===== config.mk =====
export PLATFORM = sky130hd
export DESIGN_NAME = serial_motor_command_parser
export DESIGN_NICKNAME = d
export VERILOG_FILES = /design/src/hdl/smcp_pkg.sv /design/src/hdl/smcp_front.sv /design/src/hdl/smcp_queue.sv /design/src/hdl/smcp_back.sv /design/src/hdl/serial_motor_command_parser.sv
export VERILOG_INCLUDE_DIRS = /design/src /design/src/hdl
export SDC_FILE = /design/constraint.sdc
export NUM_CORES = 1
export LEC_CHECK = 0
export BUFFER_PORTS_ARGS = -buffer_cell sky130_fd_sc_hd__buf_4
export CORE_ASPECT_RATIO = 1.4
export CORE_MARGIN = 5
export CORE_UTILIZATION = 43
export CTS_CLUSTER_DIAMETER = 100
export DETAILED_ROUTE_END_ITERATION = 6
export PLACE_DENSITY = 0.7
export SLEW_MARGIN = 20
export SYNTH_ARGS = -nofsm -noshare
export SYNTH_HDL_FRONTEND = slang
export SYNTH_SLANG_ARGS = --single-unit

===== constraint.sdc =====
create_clock -name aclk -period 9.9 [get_ports aclk]
set_input_delay 1.98 -clock aclk [delete_from_list [all_inputs] [get_ports aclk]]
set_output_delay 1.98 -clock aclk [all_outputs]
set_load 0.05 [all_outputs]

===== src/hdl/serial_motor_command_parser_macros.svh =====
// ---------------------------------------------------------------------------
// Assertion macros for the serial motor command parser
// Clocked on aclk; the first form is masked while aresetn is low.
// ---------------------------------------------------------------------------
`ifndef SERIAL_MOTOR_COMMAND_PARSER_MACROS_SVH
`define SERIAL_MOTOR_COMMAND_PARSER_MACROS_SVH

// Property checked only outside reset.
`define SMCP_CHECK(label, prop, msg) \
    label: assert property (@(posedge aclk) disable iff (!aresetn) prop) else $error(msg);

// Property checked at every edge, reset included.
`define SMCP_CHECK_ALWAYS(label, prop, msg) \
    label: assert property (@(posedge aclk) prop) else $error(msg);

`endif


===== src/hdl/smcp_pkg.sv =====
// ---------------------------------------------------------------------------
// smcp_pkg
// Shared types and character constants of the motor command parser.
// ---------------------------------------------------------------------------
package smcp_pkg;

    typedef enum logic [1:0] {
        STATUS_FORWARD  = 2'd0,
        STATUS_BACKWARD = 2'd1,
        STATUS_STOP     = 2'd2,
        STATUS_UNKNOWN  = 2'd3
    } status_t;

    // One parsed command line, front to back.
    typedef struct packed {
        status_t     status;
        logic [7:0]  command_char;
        logic [6:0]  duty_percent;
    } cmd_entry_t;

    localparam logic [7:0] CHAR_NUL   = 8'h00;
    localparam logic [7:0] CHAR_TAB   = 8'h09;
    localparam logic [7:0] CHAR_LF    = 8'h0A;
    localparam logic [7:0] CHAR_VT    = 8'h0B;
    localparam logic [7:0] CHAR_FF    = 8'h0C;
    localparam logic [7:0] CHAR_CR    = 8'h0D;
    localparam logic [7:0] CHAR_SPACE = 8'h20;
    localparam logic [7:0] CHAR_PLUS  = 8'h2B;
    localparam logic [7:0] CHAR_MINUS = 8'h2D;
    localparam logic [7:0] CHAR_ZERO  = 8'h30;
    localparam logic [7:0] CHAR_NINE  = 8'h39;
    localparam logic [7:0] CHAR_UP_F  = 8'h46;
    localparam logic [7:0] CHAR_LO_F  = 8'h66;
    localparam logic [7:0] CHAR_UP_B  = 8'h42;
    localparam logic [7:0] CHAR_LO_B  = 8'h62;
    localparam logic [7:0] CHAR_UP_S  = 8'h53;
    localparam logic [7:0] CHAR_LO_S  = 8'h73;

    localparam logic [6:0] DUTY_MAX = 7'd100;

    localparam int QUEUE_DEPTH = 4;
    localparam int QUEUE_PTR_W = 2;
    localparam int QUEUE_CNT_W = 3;

    localparam int TDATA_OUT_W = 24;

endpackage


===== src/hdl/smcp_front.sv =====
// ---------------------------------------------------------------------------
// smcp_front
// Per-character line parser; on newline with a held command classifies it and
// pushes one entry into the command queue.
// ---------------------------------------------------------------------------
module smcp_front #(
    parameter int LINE_BUFFER_BYTES = 64
) (
    input  logic                   aclk,
    input  logic                   aresetn,
    input  logic                   s_tvalid,
    output logic                   s_tready,
    input  logic [7:0]             s_tdata,
    output logic                   push_valid,
    output smcp_pkg::cmd_entry_t   push_entry,
    input  logic                   queue_full
);

    localparam int POS_W = $clog2(LINE_BUFFER_BYTES);
    localparam logic [POS_W-1:0] POS_LAST = POS_W'(LINE_BUFFER_BYTES - 1);

    typedef enum logic [2:0] {
        PH_LEAD   = 3'd0,
        PH_GAP    = 3'd1,
        PH_SIGN   = 3'd2,
        PH_DIGITS = 3'd3,
        PH_DONE   = 3'd4
    } phase_t;

    logic [POS_W-1:0] pos_reg,   pos_next;
    phase_t           phase_reg, phase_next;
    logic [7:0]       cmd_reg,   cmd_next;
    logic             neg_reg,   neg_next;
    logic [6:0]       acc_reg,   acc_next;

    logic        accept;
    logic [7:0]  c;
    logic        is_blank;
    logic        is_digit;
    logic [3:0]  digit;
    logic [10:0] acc_mac;
    logic [6:0]  acc_sat;
    logic [6:0]  line_value;
    smcp_pkg::status_t status_code;

    assign s_tready = !queue_full;
    assign accept   = s_tvalid && s_tready;
    assign c        = s_tdata;

    assign is_blank = (c == smcp_pkg::CHAR_SPACE) || (c == smcp_pkg::CHAR_TAB) ||
                      (c == smcp_pkg::CHAR_VT)    || (c == smcp_pkg::CHAR_FF);
    assign is_digit = (c >= smcp_pkg::CHAR_ZERO) && (c <= smcp_pkg::CHAR_NINE);
    assign digit    = 4'(c - smcp_pkg::CHAR_ZERO);

    // acc * 10 + digit, saturated at 100
    assign acc_mac = {1'b0, acc_reg, 3'b000} + {3'b000, acc_reg, 1'b0} + {7'd0, digit};
    assign acc_sat = (acc_mac > 11'(smcp_pkg::DUTY_MAX)) ? smcp_pkg::DUTY_MAX : acc_mac[6:0];

    // sign with no digit, or minus sign: duty 0
    assign line_value = ((phase_reg == PH_SIGN) || neg_reg) ? 7'd0 : acc_reg;

    always_comb begin
        case (cmd_reg)
            smcp_pkg::CHAR_UP_F, smcp_pkg::CHAR_LO_F: status_code = smcp_pkg::STATUS_FORWARD;
            smcp_pkg::CHAR_UP_B, smcp_pkg::CHAR_LO_B: status_code = smcp_pkg::STATUS_BACKWARD;
            smcp_pkg::CHAR_UP_S, smcp_pkg::CHAR_LO_S: status_code = smcp_pkg::STATUS_STOP;
            default:                                  status_code = smcp_pkg::STATUS_UNKNOWN;
        endcase
    end

    always_comb begin
        pos_next   = pos_reg;
        phase_next = phase_reg;
        cmd_next   = cmd_reg;
        neg_next   = neg_reg;
        acc_next   = acc_reg;
        push_valid = 1'b0;

        push_entry.status       = status_code;
        push_entry.command_char = cmd_reg;
        push_entry.duty_percent = line_value;

        if (accept && (c != smcp_pkg::CHAR_CR)) begin
            if (c == smcp_pkg::CHAR_LF) begin
                push_valid = (cmd_reg != smcp_pkg::CHAR_NUL);
                pos_next   = '0;
                phase_next = PH_LEAD;
                cmd_next   = '0;
                neg_next   = 1'b0;
                acc_next   = '0;
            end else if (pos_reg < POS_LAST) begin
                pos_next = pos_reg + 1'b1;
                if (c == smcp_pkg::CHAR_NUL) begin
                    phase_next = PH_DONE;
                end else begin
                    case (phase_reg)
                        PH_LEAD: begin
                            if (!is_blank) begin
                                cmd_next   = c;
                                phase_next = PH_GAP;
                            end
                        end
                        PH_GAP: begin
                            if (!is_blank) begin
                                if ((c == smcp_pkg::CHAR_PLUS) || (c == smcp_pkg::CHAR_MINUS)) begin
                                    neg_next   = (c == smcp_pkg::CHAR_MINUS);
                                    phase_next = PH_SIGN;
                                end else if (is_digit) begin
                                    acc_next   = {3'b000, digit};
                                    phase_next = PH_DIGITS;
                                end else begin
                                    phase_next = PH_DONE;
                                end
                            end
                        end
                        PH_SIGN, PH_DIGITS: begin
                            if (is_digit) begin
                                acc_next   = acc_sat;
                                phase_next = PH_DIGITS;
                            end else begin
                                if (phase_reg == PH_SIGN) begin
                                    acc_next = '0;
                                    neg_next = 1'b0;
                                end
                                phase_next = PH_DONE;
                            end
                        end
                        default: begin
                        end
                    endcase
                end
            end else begin
                // overflow: drop the character, start over
                pos_next   = '0;
                phase_next = PH_LEAD;
                cmd_next   = '0;
                neg_next   = 1'b0;
                acc_next   = '0;
            end
        end
    end

    always_ff @(posedge aclk) begin
        if (!aresetn) begin
            pos_reg   <= '0;
            phase_reg <= PH_LEAD;
            cmd_reg   <= '0;
            neg_reg   <= 1'b0;
            acc_reg   <= '0;
        end else begin
            pos_reg   <= pos_next;
            phase_reg <= phase_next;
            cmd_reg   <= cmd_next;
            neg_reg   <= neg_next;
            acc_reg   <= acc_next;
        end
    end

endmodule


===== src/hdl/smcp_queue.sv =====
// ---------------------------------------------------------------------------
// smcp_queue
// Four-entry command queue between parser and drive stage.
// ---------------------------------------------------------------------------
module smcp_queue (
    input  logic                   aclk,
    input  logic                   aresetn,
    input  logic                   push,
    input  smcp_pkg::cmd_entry_t   push_entry,
    output logic                   full,
    input  logic                   pop,
    output smcp_pkg::cmd_entry_t   pop_entry,
    output logic                   empty
);

    smcp_pkg::cmd_entry_t slot_reg [smcp_pkg::QUEUE_DEPTH];

    logic [smcp_pkg::QUEUE_PTR_W-1:0] wr_ptr_reg, wr_ptr_next;
    logic [smcp_pkg::QUEUE_PTR_W-1:0] rd_ptr_reg, rd_ptr_next;
    logic [smcp_pkg::QUEUE_CNT_W-1:0] count_reg,  count_next;

    logic do_push;
    logic do_pop;

    assign full      = (count_reg == smcp_pkg::QUEUE_CNT_W'(smcp_pkg::QUEUE_DEPTH));
    assign empty     = (count_reg == '0);
    assign do_push   = push && !full;
    assign do_pop    = pop && !empty;
    assign pop_entry = slot_reg[rd_ptr_reg];

    always_comb begin
        wr_ptr_next = do_push ? wr_ptr_reg + 1'b1 : wr_ptr_reg;
        rd_ptr_next = do_pop  ? rd_ptr_reg + 1'b1 : rd_ptr_reg;
        count_next  = count_reg;
        if (do_push && !do_pop) begin
            count_next = count_reg + 1'b1;
        end else if (do_pop && !do_push) begin
            count_next = count_reg - 1'b1;
        end
    end

    always_ff @(posedge aclk) begin
        if (!aresetn) begin
            wr_ptr_reg <= '0;
            rd_ptr_reg <= '0;
            count_reg  <= '0;
        end else begin
            wr_ptr_reg <= wr_ptr_next;
            rd_ptr_reg <= rd_ptr_next;
            count_reg  <= count_next;
        end
    end

    always_ff @(posedge aclk) begin
        if (do_push) begin
            slot_reg[wr_ptr_reg] <= push_entry;
        end
    end

endmodule


===== src/hdl/smcp_back.sv =====
// ---------------------------------------------------------------------------
// smcp_back
// Applies queued commands to the drive levels and holds the result register.
// ---------------------------------------------------------------------------
module smcp_back (
    input  logic                               aclk,
    input  logic                               aresetn,
    input  logic                               queue_empty,
    input  smcp_pkg::cmd_entry_t               queue_entry,
    output logic                               queue_pop,
    output logic                               m_tvalid,
    input  logic                               m_tready,
    output logic [smcp_pkg::TDATA_OUT_W-1:0]   m_tdata
);

    logic       fwd_reg,  fwd_next;
    logic       rev_reg,  rev_next;
    logic [6:0] duty_reg, duty_next;

    logic       valid_reg;
    logic [1:0] status_reg;
    logic [7:0] cmd_reg;

    // refill the result register when it is empty or being taken
    assign queue_pop = !queue_empty && (!valid_reg || m_tready);

    always_comb begin
        fwd_next  = fwd_reg;
        rev_next  = rev_reg;
        duty_next = duty_reg;
        case (queue_entry.status)
            smcp_pkg::STATUS_FORWARD: begin
                fwd_next  = 1'b1;
                rev_next  = 1'b0;
                duty_next = queue_entry.duty_percent;
            end
            smcp_pkg::STATUS_BACKWARD: begin
                fwd_next  = 1'b0;
                rev_next  = 1'b1;
                duty_next = queue_entry.duty_percent;
            end
            smcp_pkg::STATUS_STOP: begin
                fwd_next  = 1'b0;
                rev_next  = 1'b0;
                duty_next = '0;
            end
            default: begin
            end
        endcase
    end

    always_ff @(posedge aclk) begin
        if (!aresetn) begin
            fwd_reg   <= 1'b0;
            rev_reg   <= 1'b0;
            duty_reg  <= '0;
            valid_reg <= 1'b0;
        end else begin
            if (queue_pop) begin
                fwd_reg   <= fwd_next;
                rev_reg   <= rev_next;
                duty_reg  <= duty_next;
                valid_reg <= 1'b1;
            end else if (m_tready) begin
                valid_reg <= 1'b0;
            end
        end
    end

    always_ff @(posedge aclk) begin
        if (queue_pop) begin
            status_reg <= queue_entry.status;
            cmd_reg    <= queue_entry.command_char;
        end
    end

    assign m_tvalid = valid_reg;
    assign m_tdata  = {5'd0, cmd_reg, duty_reg, rev_reg, fwd_reg, status_reg};

endmodule


===== src/hdl/serial_motor_command_parser.sv =====
// ---------------------------------------------------------------------------
// serial_motor_command_parser
// Line-oriented motor command parser for received serial characters.
// ---------------------------------------------------------------------------
//  channel | dir | width | content
//  --------+-----+-------+-----------------------------------------------
//  s_      | in  |  8    | rx_byte, one received character per request
//  m_      | out | 24    | status, forward/reverse drive, duty, command
//
//  One character per cycle while the command queue is not full; a character request never waits on parsing.
//  A newline with a command is queued, then moved into the result register.
//  Reset (aresetn low, synchronous) clears the line state, drive levels
//  and the command queue.
//  s_tready drops only when the four-entry command queue is full, i.e.
//  when m_tready has been held low across several command lines.
// ---------------------------------------------------------------------------
`include "serial_motor_command_parser_macros.svh"

module serial_motor_command_parser #(
    parameter int LINE_BUFFER_BYTES = 64
) (
    input  logic                                aclk,
    input  logic                                aresetn,
    // input characters
    input  logic                                s_tvalid,
    output logic                                s_tready,
    input  logic [7:0]                          s_tdata,   // [7:0] rx_byte
    // command results
    output logic                                m_tvalid,
    input  logic                                m_tready,
    // [1:0] status, [2] forward_drive, [3] reverse_drive,
    // [10:4] duty_percent, [18:11] command_char, [23:19] zero
    output logic [smcp_pkg::TDATA_OUT_W-1:0]    m_tdata
);

    logic                 push_valid;
    smcp_pkg::cmd_entry_t push_entry;
    logic                 queue_full;
    logic                 queue_pop;
    logic                 queue_empty;
    smcp_pkg::cmd_entry_t queue_entry;

    // Front: character parse, command classify on newline.
    smcp_front #(
        .LINE_BUFFER_BYTES (LINE_BUFFER_BYTES)
    ) u_front (
        .aclk       (aclk),
        .aresetn    (aresetn),
        .s_tvalid   (s_tvalid),
        .s_tready   (s_tready),
        .s_tdata    (s_tdata),
        .push_valid (push_valid),
        .push_entry (push_entry),
        .queue_full (queue_full)
    );

    // Queue decouples parser from output back-pressure.
    smcp_queue u_queue (
        .aclk       (aclk),
        .aresetn    (aresetn),
        .push       (push_valid),
        .push_entry (push_entry),
        .full       (queue_full),
        .pop        (queue_pop),
        .pop_entry  (queue_entry),
        .empty      (queue_empty)
    );

    // Back: drive level update and result register.
    smcp_back u_back (
        .aclk        (aclk),
        .aresetn     (aresetn),
        .queue_empty (queue_empty),
        .queue_entry (queue_entry),
        .queue_pop   (queue_pop),
        .m_tvalid    (m_tvalid),
        .m_tready    (m_tready),
        .m_tdata     (m_tdata)
    );

    // Results never drive both direction pins.
    `SMCP_CHECK(a_dir_exclusive, m_tvalid |-> !(m_tdata[2] && m_tdata[3]), "both drive pins set")

    // Duty stays within whole percent range.
    `SMCP_CHECK(a_duty_range, m_tvalid |-> (m_tdata[10:4] <= 7'd100), "duty above 100")

    // A stop result leaves the motor idle.
    `SMCP_CHECK(a_stop_idle, (m_tvalid && (m_tdata[1:0] == smcp_pkg::STATUS_STOP)) |-> ((m_tdata[10:2] == 9'd0)), "stop not idle")

    // No result right after reset.
    `SMCP_CHECK_ALWAYS(a_reset_quiet, !aresetn |=> !m_tvalid, "result after reset")

endmodule

**Yosys cells after proc, flatten, opt, wreduce, memory -nomap -nowiden**

Memories as Yosys holds them, arrays and structs flattened. A register that Yosys moved wholly into a read port is not among the register bits.
Cells that the tools add are included.

- Reduce and logical (&&, ||, !) cells: 43
- $add $sub $neg: 8
- $lt $le $gt $ge: 4
- Multiplexer cells: 48
- Equal/unequal tests: 34

Operators with widths:

| operator | count |
|---|---|
| $mux 7 | 10 |
| $eq 8x7->1 const B | 6 |
| $mux 8 | 5 |
| $eq 8x4->1 const B | 4 |
| $pmux 7 s2 | 2 |
| $mux 3 | 9 |
| $eq 8x6->1 const B | 3 |
| $reduce_and 7->1 | 2 |
| $reduce_or 2->1 | 7 |
| $mux 1 | 13 |
| $mux 6 | 2 |
| $ne 4x3->1 const B | 3 |
| $add 10x8->11 | 1 |
| $add 11x4->11 | 1 |
| $gt 11x7->1 const B | 1 |
| $ne 5x5->1 const B | 2 |
| $reduce_bool 2->1 | 5 |
| $pmux 3 s3 | 1 |
| $ge 8x6->1 const B | 1 |
| $le 8x6->1 const B | 1 |
| $logic_and 1x1->1 | 8 |
| $logic_not 8->1 | 1 |
| $ne 4x2->1 const B | 2 |
| $ne 4x4->1 const B | 2 |
| 26 further kinds | 45 |

- Input bits: 12
- Output and inout bits: 26
- Memories kept: 1
- Logic and storage cells: 152
- Flip-flop bits (word level): 52
- Bits in writable memories: 68

Memories:

| name | words | width | rd ports | clocked after Yosys merged registers in | wr ports | RTL line | source |
|---|---|---|---|---|---|---|---|
| u_queue.slot_reg | 4 | 17 | 1 | 1 | 1 | smcp_queue.sv:16 | `smcp_pkg::cmd_entry_t slot_reg [smcp_pkg::QUEUE_DEPTH];` |

**Longest topological paths before layout**

Gate-level depths: netlist (run 1).

- Depth after elaboration: 10
- Gate-level depth with buffers: 11
- Mapped depth without buffers: 10

**Cells and area by module**

Synthesis (run 1) repeated with hierarchy kept, for this count alone.

- Cell total of the unflattened synthesis: 438
- Area total of the unflattened synthesis: 5811.8 um2

By module, submodules not included:

| module | instances | sequential area each (um2) | cells an instance | area an instance (um2) |
|---|---|---|---|---|
| smcp_queue | 1 | 2222.1 | 137 | 2955.3 |
| smcp_front | 1 | 500.5 | 234 | 2025.7 |
| smcp_back | 1 | 500.5 | 67 | 830.8 |

**Least setup slack after synthesis (run 1)**

No wires, ideal clock.

- Path type: input to register
- Start point: input s_tdata[3]
- End point: register u_front.acc_reg[0]
- Cell stages on the path: 11
- Library setup time: 86 ps
- Arrival time: 4600 ps
- Buffers on the path: 1
- Required time: 9814 ps
- Setup slack: 5214 ps
- Cell sequence: buf_2 > inv_1 > fa_1 > inv_1 > fa_1 > a211oi_1 > nor3_1 > a2111o_1 > a2bb2oi_1 > nand3_1 > a211oi_1

- Cells in the longest elaborated chain, start to end: 9
- Elaborated cells between the ends (all ways): 33
- Those cells by class: add/sub (2); order compare (3); eq/ne (14); mux (6); reduce/logical (8)

RTL lines:

| element | RTL line | source |
|---|---|---|
| from (decl) | serial_motor_command_parser.sv:27 | `input logic [7:0] s_tdata,` |
| $sub 4x1->4 | smcp_front.sv:53 | `assign digit = 4'(c - smcp_pkg::CHAR_ZERO);` |
| $add 11x4->11 | smcp_front.sv:56 | `assign acc_mac = {1'b0, acc_reg, 3'b000} + {3'b000, acc_reg, 1'b0} + {7'd0, digit};` |
| $gt 11x7->1 | smcp_front.sv:57 | `assign acc_sat = (acc_mac > 11'(smcp_pkg::DUTY_MAX)) ? smcp_pkg::DUTY_MAX : acc_mac[6:0];` |
| $mux 7 | smcp_front.sv:57 |  |
| $mux 7 | smcp_front.sv:117 | `if (is_digit) begin` |
| $pmux 7 s2 | smcp_front.sv:96 | `case (phase_reg)` |
| $mux 7 | smcp_front.sv:93 | `if (c == smcp_pkg::CHAR_NUL) begin` |
| $mux 7 | smcp_front.sv:91 | `end else if (pos_reg < POS_LAST) begin` |
| $mux 7 | smcp_front.sv:84 | `if (c == smcp_pkg::CHAR_LF) begin` |
| to (signal assigned) | smcp_front.sv:155 | `acc_reg <= acc_next;` |
| to (decl) | smcp_front.sv:34 | `logic [6:0] acc_reg, acc_next;` |

Parallel ways exist; a longest one is shown, timed or not. The select of a mux whose other input is x is not followed.
A chain may end at the register's enable or synchronous reset.

**Worst setup path after layout (run 1)**

Same ends and word-level chain as after synthesis.

==> impl_metrics.yaml, run 1 <==
outcome:
  outcome: "finished clean"
floorplanning:
  core_area_um2: 12900
  die_area_um2: 15600
  die_x_um: 107
  rows: 49
  initial_core_util_pct: 43.9
  fp.dieH_um: 146
  boundaryPins: 38
routing:
  vias_per_cell: 5.68
  route.antenna.remaining_nets: 0
  drc: 0
  dr.pass1.iters: 7
  wl_um: 11000
  vias: 3668
  wire_per_inst_um: 17.0
  drtIter0Drc: 225
pwr:
  p_sw_share_pct: 30.8
  combPwrFrac_pct: 24.4
  peakVddDrop_mv: 0.114
  p_sw_uw: 500
  p_seq_share_pct: 40.4
  p_total_mw: 1.62
  p_leak_nw: 2.44
  p_int_mw: 1.12
  clockPowerShare_pct: 35.2
  p_per_area_nw_per_um2: 248
setup_path:
  cp.required_ps: 10220
  critical_path_class: "input port to flip-flop"
  r2r_setup_slack_ps: 6760
  crit_path_start_kind: "input port"
  end_kind: "flip-flop"
  crit_arrival_ps: 4860
  crit_fanout: 9
run:
  cap_violations: 0
clock_network:
  cts_sinks: 122
  h-tree-depth: 4
  root_buffer: "clkbuf_16"
  postCtsSetupBuffers: 0
  clkTransAtPathRegs_ps: 50
  cts_inserted_buffers: 17
  cts_resized: 0
  cts_hold_buf: 0
  cts_tree: "built"
  clk_latency_ps: 410
  clockBufferDepth: 2
worst_hold_path:
  min_path_type: "flip-flop to flip-flop"
timing:
  fin_crit_ps: 4540
  setup_viol: 0
  timing.slew.headroom_pct: 39.5
  fin_crit_sh_pct: 45.9
  max_freq_mhz: 220
  finalClockSkew_ps: 7.89
  setup_tns_ps: 0
  whs_ps: 462
  finalHoldViolCount: 0
  worstMarginPinSlew_ps: 907
  rsz0062_at_grt: "no"
  drv_slew: 0
logic_synthesis:
  ys_ff_latch: 122
  synthAdderAreaFrac_pct: 5.94
  syn_avg_cell_area_um2: 12.7
  synth-edff-count: 78
  synthesis.area_um2: 5650
  synth_mux_area_share_pct: 8.20
  synth_common_cells: "edfxtp_1 (78), dfxtp_1 (44), nor2_1 (38)"
  synth_compound_area_share_pct: 10.2
  yosys.area.top_type_share_pct: 41.5
  synth_area_leaders: "edfxtp_1 (41%), dfxtp_1 (16%), mux4_2 (6.8%), ha_1 (4.9%), nor2_1 (2.5%)"
  ys_seq_area_share_pct: 57.1
  synth_top_area_cell: "edfxtp_1"
  synth.most_common_cell: "edfxtp_1"
  ys_async_sr_fraction_pct: 0
  syn_inst: 446
  synthDistinctLibCells: 66
  synth_xor_area_share_pct: 1.55
  ys.flop_type: "edfxtp_1"
  synth-simple-area-share_pct: 13.8
  synth_top_family_by_area: "simple AND/OR/NAND/NOR gates"
  ys_warn_count: 0
final_layout:
  largest_reg_flops: 68
  multiInputGateArea_um2: 2260
  final_nets: 517
  seq_area_um2: 3220
  drive_gt1_share_pct: 19.3
  n_antenna_cell: 0
  area_delta_synth_final_pct: 15.9
  fillers: 1106
global_routing:
  grt.overflow.total: 0
  antenna_found_initial: 0
  grt_pass1_vias: 3753
  grt_max_degree: 21
  grtUsageTotal_pct: 15.1
  grt_pass1_wl_um: 18500
place:
  port_buffers: 32
  gp_congestion: 0.850
  place.detailed.hpwl_um: 7690
## cell type report
cell class | instances | area share, %
timing repair buffer | 35 | 4.01
multi-input combinational | 290 | 34.5
tap | 153 | 2.92
clock buffer | 24 | 7.51
clock inverter | 8 | 1.03
inverter | 14 | 0.803
sequential | 122 | 49.2
## cells in the final DEF, fill, tap and decap left out, types with 9 or more instances in the layout
cell and count:
nor2_1 38, ha_1 22, clkbuf_16 17, inv_1 14, dfxtp_1 44, and2_1 9, mux4_2 17, nand3_1 17
edfxtp_1 78, o21ai_0 13, buf_4 35, nor3b_1 10, nand2_1 28, a21oi_1 22
## worst paths after layout
check                                  startpoint                         endpoint  cells after the start
setup reg to reg  u_front.acc_reg[0]$_SDFFE_PN0P_  u_front.acc_reg[0]$_SDFFE_PN0P_                     10
hold / removal        u_back.fwd_reg$_SDFFE_PN0P_      u_back.fwd_reg$_SDFFE_PN0P_                      2
setup / recovery                       s_tdata[3]  u_front.acc_reg[0]$_SDFFE_PN0P_                     11
hold reg to reg       u_back.fwd_reg$_SDFFE_PN0P_      u_back.fwd_reg$_SDFFE_PN0P_                      2
## per-layer routing
| layer | track usage [%] | share of wire (%) | vias to the layer above |
|---|---|---|---|
| met1 | 16.7 | 40 | 1787 |
| met5 | 0 | 0 | - |
| met3 | 4.22 | 4.1 | 20 |
| met4 | 6.46 | 2.3 | 0 |
| li1 | - | - | 1761 |
| met2 | 26.9 | 54 | 100 |
## power by group through the flow
stage | clock network (mW) | registers (mW) | logic [mW]
after CTS | 0.582 | 0.656 | 0.401
after global routing | 0.606 | 0.664 | 0.428
after floorplan | 0 | 0.747 | 0.216
after global placement | 0 | 0.663 | 0.393
final | 0.572 | 0.656 | 0.397
after detailed placement | 0 | 0.666 | 0.399
## per-stage QoR
| stage | instance area, um2 | setup slack [ps] | cells | util, % |
|---|---|---|---|---|
| 2_1_floorplan | 5660 | 5210 | 450 | - |
| 3_3_place_gp | 5990 | 5010 | 614 | 46.5 |
| 3_5_place_dp | 5990 | 4940 | 614 | 46.5 |
| 4_1_cts | 6550 | 5360 | 646 | 50.8 |
| 5_1_grt | 6550 | 5160 | 646 | 50.8 |
| 6_report | 6550 | 5360 | 646 | 50.8 |
## logic make-up (layout without fill, tap and decap cells)
kind of cell	Yosys count	count (layout)
simple gates	147	147
flops	122	122
compound gates	78	78
buf+inv	38	81
fa+ha+maj	25	25
mux	25	25
xor+xnor	10	10
other cells	1	5
## worst max-delay path, stage by stage
cell and delay, ps:
buf_4 140, inv_1 80, fa_1 530, inv_1 70, fa_1 450, a211oi_1 330
nor3_1 120, a2111o_1 350, a2bb2oi_1 430, nand3_1 140, a211oi_1 230
Note: power is estimated with default switching activity, not from simulation.
==> inputs of run 2 (changes only) <==
- clock period: 9.9 -> 4.6 ns (I/O delays scaled with it)
==> impl_metrics.yaml, run 2 (same netlist as run 1, synthesis figures left out) <==
global_routing:
  grt_pass1_vias: 3768
  antenna_found_initial: 0
  grtUsageTotal_pct: 15.2
  grt_max_degree: 21
  grt.overflow.total: 0
  grt_pass1_wl_um: 18500
timing:
  finalClockSkew_ps: 7.41
  setup_viol: 0
  timing.slew.headroom_pct: 39.4
  drv_slew: 0
  whs_ps: 461
  max_freq_mhz: 286
  rsz0062_at_grt: "no"
  setup_ws_ps: 1100
  fin_crit_sh_pct: 76.0
  fin_crit_ps: 3500
  finalHoldViolCount: 0
  setup_tns_ps: 0
  worstMarginPinSlew_ps: 908
floorplanning:
  die_area_um2: 15600
  fp.dieH_um: 146
  initial_core_util_pct: 43.9
  die_x_um: 107
  rows: 49
  boundaryPins: 38
  core_area_um2: 12900
pwr:
  p_sw_share_pct: 29.6
  p_int_mw: 2.56
  p_leak_nw: 2.46
  p_seq_share_pct: 39.2
  p_total_mw: 3.64
  p_sw_mw: 1.08
  clockPowerShare_pct: 37.8
  combPwrFrac_pct: 23.0
  p_per_area_nw_per_um2: 551
  peakVddDrop_mv: 0.273
clock_network:
  cts_inserted_buffers: 17
  cts_resized: 0
  clkTransAtPathRegs_ps: 50
  postCtsSetupBuffers: 0
  cts_sinks: 122
  cts_tree: "built"
  clockBufferDepth: 2
  root_buffer: "clkbuf_16"
  clk_latency_ps: 400
  h-tree-depth: 4
  cts_hold_buf: 0
place:
  dp_slack_ps: 670
  gp_congestion: 0.855
  place.detailed.hpwl_um: 7730
  port_buffers: 32
  place_inst: 614
  place_area_um2: 5990
routing:
  dr_wl_met2_um: 5900
  drtIter0Drc: 167
  dr_wl_met3_um: 326
  drc: 0
  vias_per_cell: 5.65
  vias: 3648
  wire_per_inst_um: 17.2
  met1_length_um: 4590
  wl_um: 11100
  dr.max_layer_used: "met4"
  route.antenna.remaining_nets: 0
  dr.pass1.iters: 7
final_layout:
  fin_util_pct: 51.4
  area_delta_synth_final_pct: 17.1
  largest_reg_flops: 68
  n_antenna_cell: 0
  instances_no_fill: 646
  design_area_um2: 6620
  final_common_cell: "edfxtp_1"
  final_cell_mix: "edfxtp_1 (78), dfxtp_1 (44), nor2_1 (38), buf_4 (35), nand2_1 (28)"
  drive_gt1_share_pct: 19.3
  final_nets: 517
setup_path:
  r2r_setup_slack_ps: 1410
  crit_path_start_kind: "input port"
  critical_path_class: "input port to flip-flop"
  cp.required_ps: 4920
  crit_fanout: 9
  end_kind: "flip-flop"
  reg2reg_depth: 10
  crit_arrival_ps: 3820
  worstReg2RegEnd: "u_front.acc_reg[0]$_SDFFE_PN0P_"
  r2r_start: "u_front.acc_reg[0]$_SDFFE_PN0P_"
run:
  cap_violations: 0
worst_hold_path:
  min-delay-start: "u_back.fwd_reg$_SDFFE_PN0P_"
  whs_path_depth: 2
  min_path_type: "flip-flop to flip-flop"
  hold-path-endpoint: "u_back.fwd_reg$_SDFFE_PN0P_"
outcome:
  outcome: "finished clean"
==> run 2: cell count changes in the layout (fill, tap and decap cells not counted), sizes merged <==
| cell | previous run | this run |
|---|---|---|
| bufinv | 1 | 3 |
| clkbuf | 24 | 26 |
| clkinv | 6 | 1 |
| clkinvlp | 1 | 2 |
==> run 2: worst max-delay path by stage <==
stage / from / endpoint / slack (ps) / depth (start not counted)
6_report: s_tdata[3] / u_front.acc_reg[0]$_SDFFE_PN0P_ / 1100 / 11
5_1_grt: s_tdata[3] / u_front.acc_reg[0]$_SDFFE_PN0P_ / 850 / 11
4_1_cts: s_tdata[3] / u_front.acc_reg[0]$_SDFFE_PN0P_ / 1110 / 11
3_5_place_dp: s_tdata[3] / u_front.acc_reg[0]$_SDFFE_PN0P_ / 670 / 11
3_3_place_gp: s_tdata[3] / u_front.acc_reg[0]$_SDFFE_PN0P_ / 770 / 11
2_1_floorplan: s_tdata[3] / u_front.acc_reg[0]$_SDFFE_PN0P_ / 970 / 11
==> run 2: power groups by stage <==
stage / Clock [mW] / Combinational, mW / Sequential, mW
2_1_floorplan: 0 / 0.466 / 1.61
3_3_place_gp: 0 / 0.826 / 1.45
3_5_place_dp: 0 / 0.842 / 1.45
4_1_cts: 1.40 / 0.845 / 1.43
5_1_grt: 1.45 / 0.906 / 1.45
6_report: 1.38 / 0.838 / 1.43
==> run 2: layout make-up <==
type                       count  area (um2)
tap                          153         191
timing repair buffer          35         263
inverter                      14        52.6
clock buffer                  26         519
multi-input combinational    290        2260
sequential                   122        3220
clock inverter                 6         110
fill                        1107        6260
==> run 2: routing by layer <==
layer | GRT usage [%] | vias to the layer above
met5 | 0 | -
met4 | 8.06 | 0
met3 | 3.02 | 28
met2 | 26.7 | 70
met1 | 17.1 | 1789
li1 | - | 1761
==> run 2: critical path: stages <==
cell,delay (ps)
buf_4,140
inv_1,80
fa_1,530
inv_1,70
fa_1,460
a211oi_1,330
nor3_1,120
a2111o_1,350
a2bb2oi_1,440
nand3_1,140
a211oi_1,240
==> inputs of run 3 (changes only) <==
- clock period: 4.6 -> 3.3 ns (I/O delays scaled with it)
==> impl_metrics.yaml, run 3 (same netlist as run 1, synthesis figures left out) <==
final_layout:
  n_antenna_cell: 0
  area_delta_synth_final_pct: 17.9
  final_cell_mix: "edfxtp_1 (78), buf_4 (45), dfxtp_1 (44), nor2_1 (38), nand2_1 (28)"
  largest_reg_flops: 68
  final_nets: 527
  fin_util_pct: 51.7
  design_area_um2: 6660
  drive_gt1_share_pct: 20.1
  final_common_cell: "edfxtp_1"
worst_hold_path:
  min_path_type: "flip-flop to flip-flop"
clock_network:
  cts_hold_buf: 0
  clkTransAtPathRegs_ps: 50
  postCtsSetupBuffers: 0
  clockBufferDepth: 2
  clk_latency_ps: 410
  cts_resized: 0
  root_buffer: "clkbuf_16"
  h-tree-depth: 4
  cts_tree: "built"
  cts_sinks: 122
  cts_inserted_buffers: 17
place:
  gp_congestion: 0.853
  place_area_um2: 6070
  port_buffers: 32
  place.detailed.hpwl_um: 7940
global_routing:
  grt_pass1_wl_um: 18700
  antenna_found_initial: 0
  grtUsageTotal_pct: 15.3
  grt_pass1_vias: 3794
  grt.overflow.total: 0
  grt_max_degree: 30
floorplanning:
  die_area_um2: 15600
  rows: 49
  fp.dieH_um: 146
  core_area_um2: 12900
  die_x_um: 107
  initial_core_util_pct: 43.9
  boundaryPins: 38
pwr:
  peakVddDrop_mv: 0.426
  p_per_area_nw_per_um2: 757
  p_leak_nw: 2.50
setup_path:
  end_kind: "flip-flop"
  cp.required_ps: 3610
  crit_fanout: 6
  crit_path_start_kind: "flip-flop"
  critical_path_class: "flip-flop to flip-flop"
  r2r_setup_slack_ps: 260
  crit_arrival_ps: 3350
routing:
  dr.pass1.iters: 4
  drtIter0Drc: 281
  vias: 3683
  wire_per_inst_um: 17.1
  wl_um: 11200
  vias_per_cell: 5.61
  route.antenna.remaining_nets: 0
  drc: 0
timing:
  max_freq_mhz: 329
  whs_ps: 470
  finalClockSkew_ps: 10.2
  finalHoldViolCount: 0
  setup_tns_ps: 0
  timing.slew.headroom_pct: 38.8
  rsz0062_at_grt: "no"
  drv_slew: 0
  fin_crit_ps: 3040
  fin_crit_sh_pct: 92.0
  setup_viol: 0
  worstMarginPinSlew_ps: 918
run:
  cap_violations: 0
outcome:
  outcome: "finished clean"
[run 3: final timing paths]
kind                                    from                              end  depth (start not counted)
max          u_front.acc_reg[0]$_SDFFE_PN0P_  u_front.acc_reg[0]$_SDFFE_PN0P_                         10
min          u_front.pos_reg[1]$_SDFFE_PN0P_  u_front.pos_reg[1]$_SDFFE_PN0P_                          2
max reg2reg  u_front.acc_reg[0]$_SDFFE_PN0P_  u_front.acc_reg[0]$_SDFFE_PN0P_                         10
min reg2reg  u_front.pos_reg[1]$_SDFFE_PN0P_  u_front.pos_reg[1]$_SDFFE_PN0P_                          2
[run 3: stage by stage]
| stage | instances | worst slack, ps | total power, mW |
|---|---|---|---|
| after floorplan | 450 | 40.0 | 2.89 |
| after global placement | 624 | -71.7 | 3.19 |
| after detailed placement | 624 | -131 | 3.22 |
| after CTS | 656 | 272 | 5.08 |
| after global routing | 656 | 16.6 | 5.26 |
| final | 656 | 264 | 5.04 |
[run 3: report_power, final]
part	internal (mW)	switching (mW)	leakage (nW)
clock	1.25	0.604	0.285
sequential	1.83	0.131	1.07
combinational	0.458	0.768	1.14
[run 3: final cells by class]
type,count,area [um2]
Clock inverter,10,149
Tap cell,153,191
Fill cell,1093,6210
Sequential cell,122,3220
Timing Repair Buffer,45,338
Multi-Input combinational cell,290,2260
Inverter,14,52.6
Clock buffer,22,444
[run 3: per-layer routing]
| layer | wire [um] | GRT usage (%) | vias up |
|---|---|---|---|
| met1 | 4540 | 17.0 | 1811 |
| met2 | 6060 | 27.3 | 71 |
| met3 | 407 | 3.95 | 18 |
| li1 | - | - | 1783 |
| met5 | 0 | 0 | - |
| met4 | 187 | 6.72 | 0 |
[run 3: worst max-delay path: stages (launching register included)]
cell,delay (ps)
dfxtp_1,370
inv_1,100
fa_1,510
inv_1,70
fa_1,450
a211oi_1,320
nor3_1,120
a2111o_1,370
a2bb2oi_2,280
nand3_1,120
a211oi_1,250
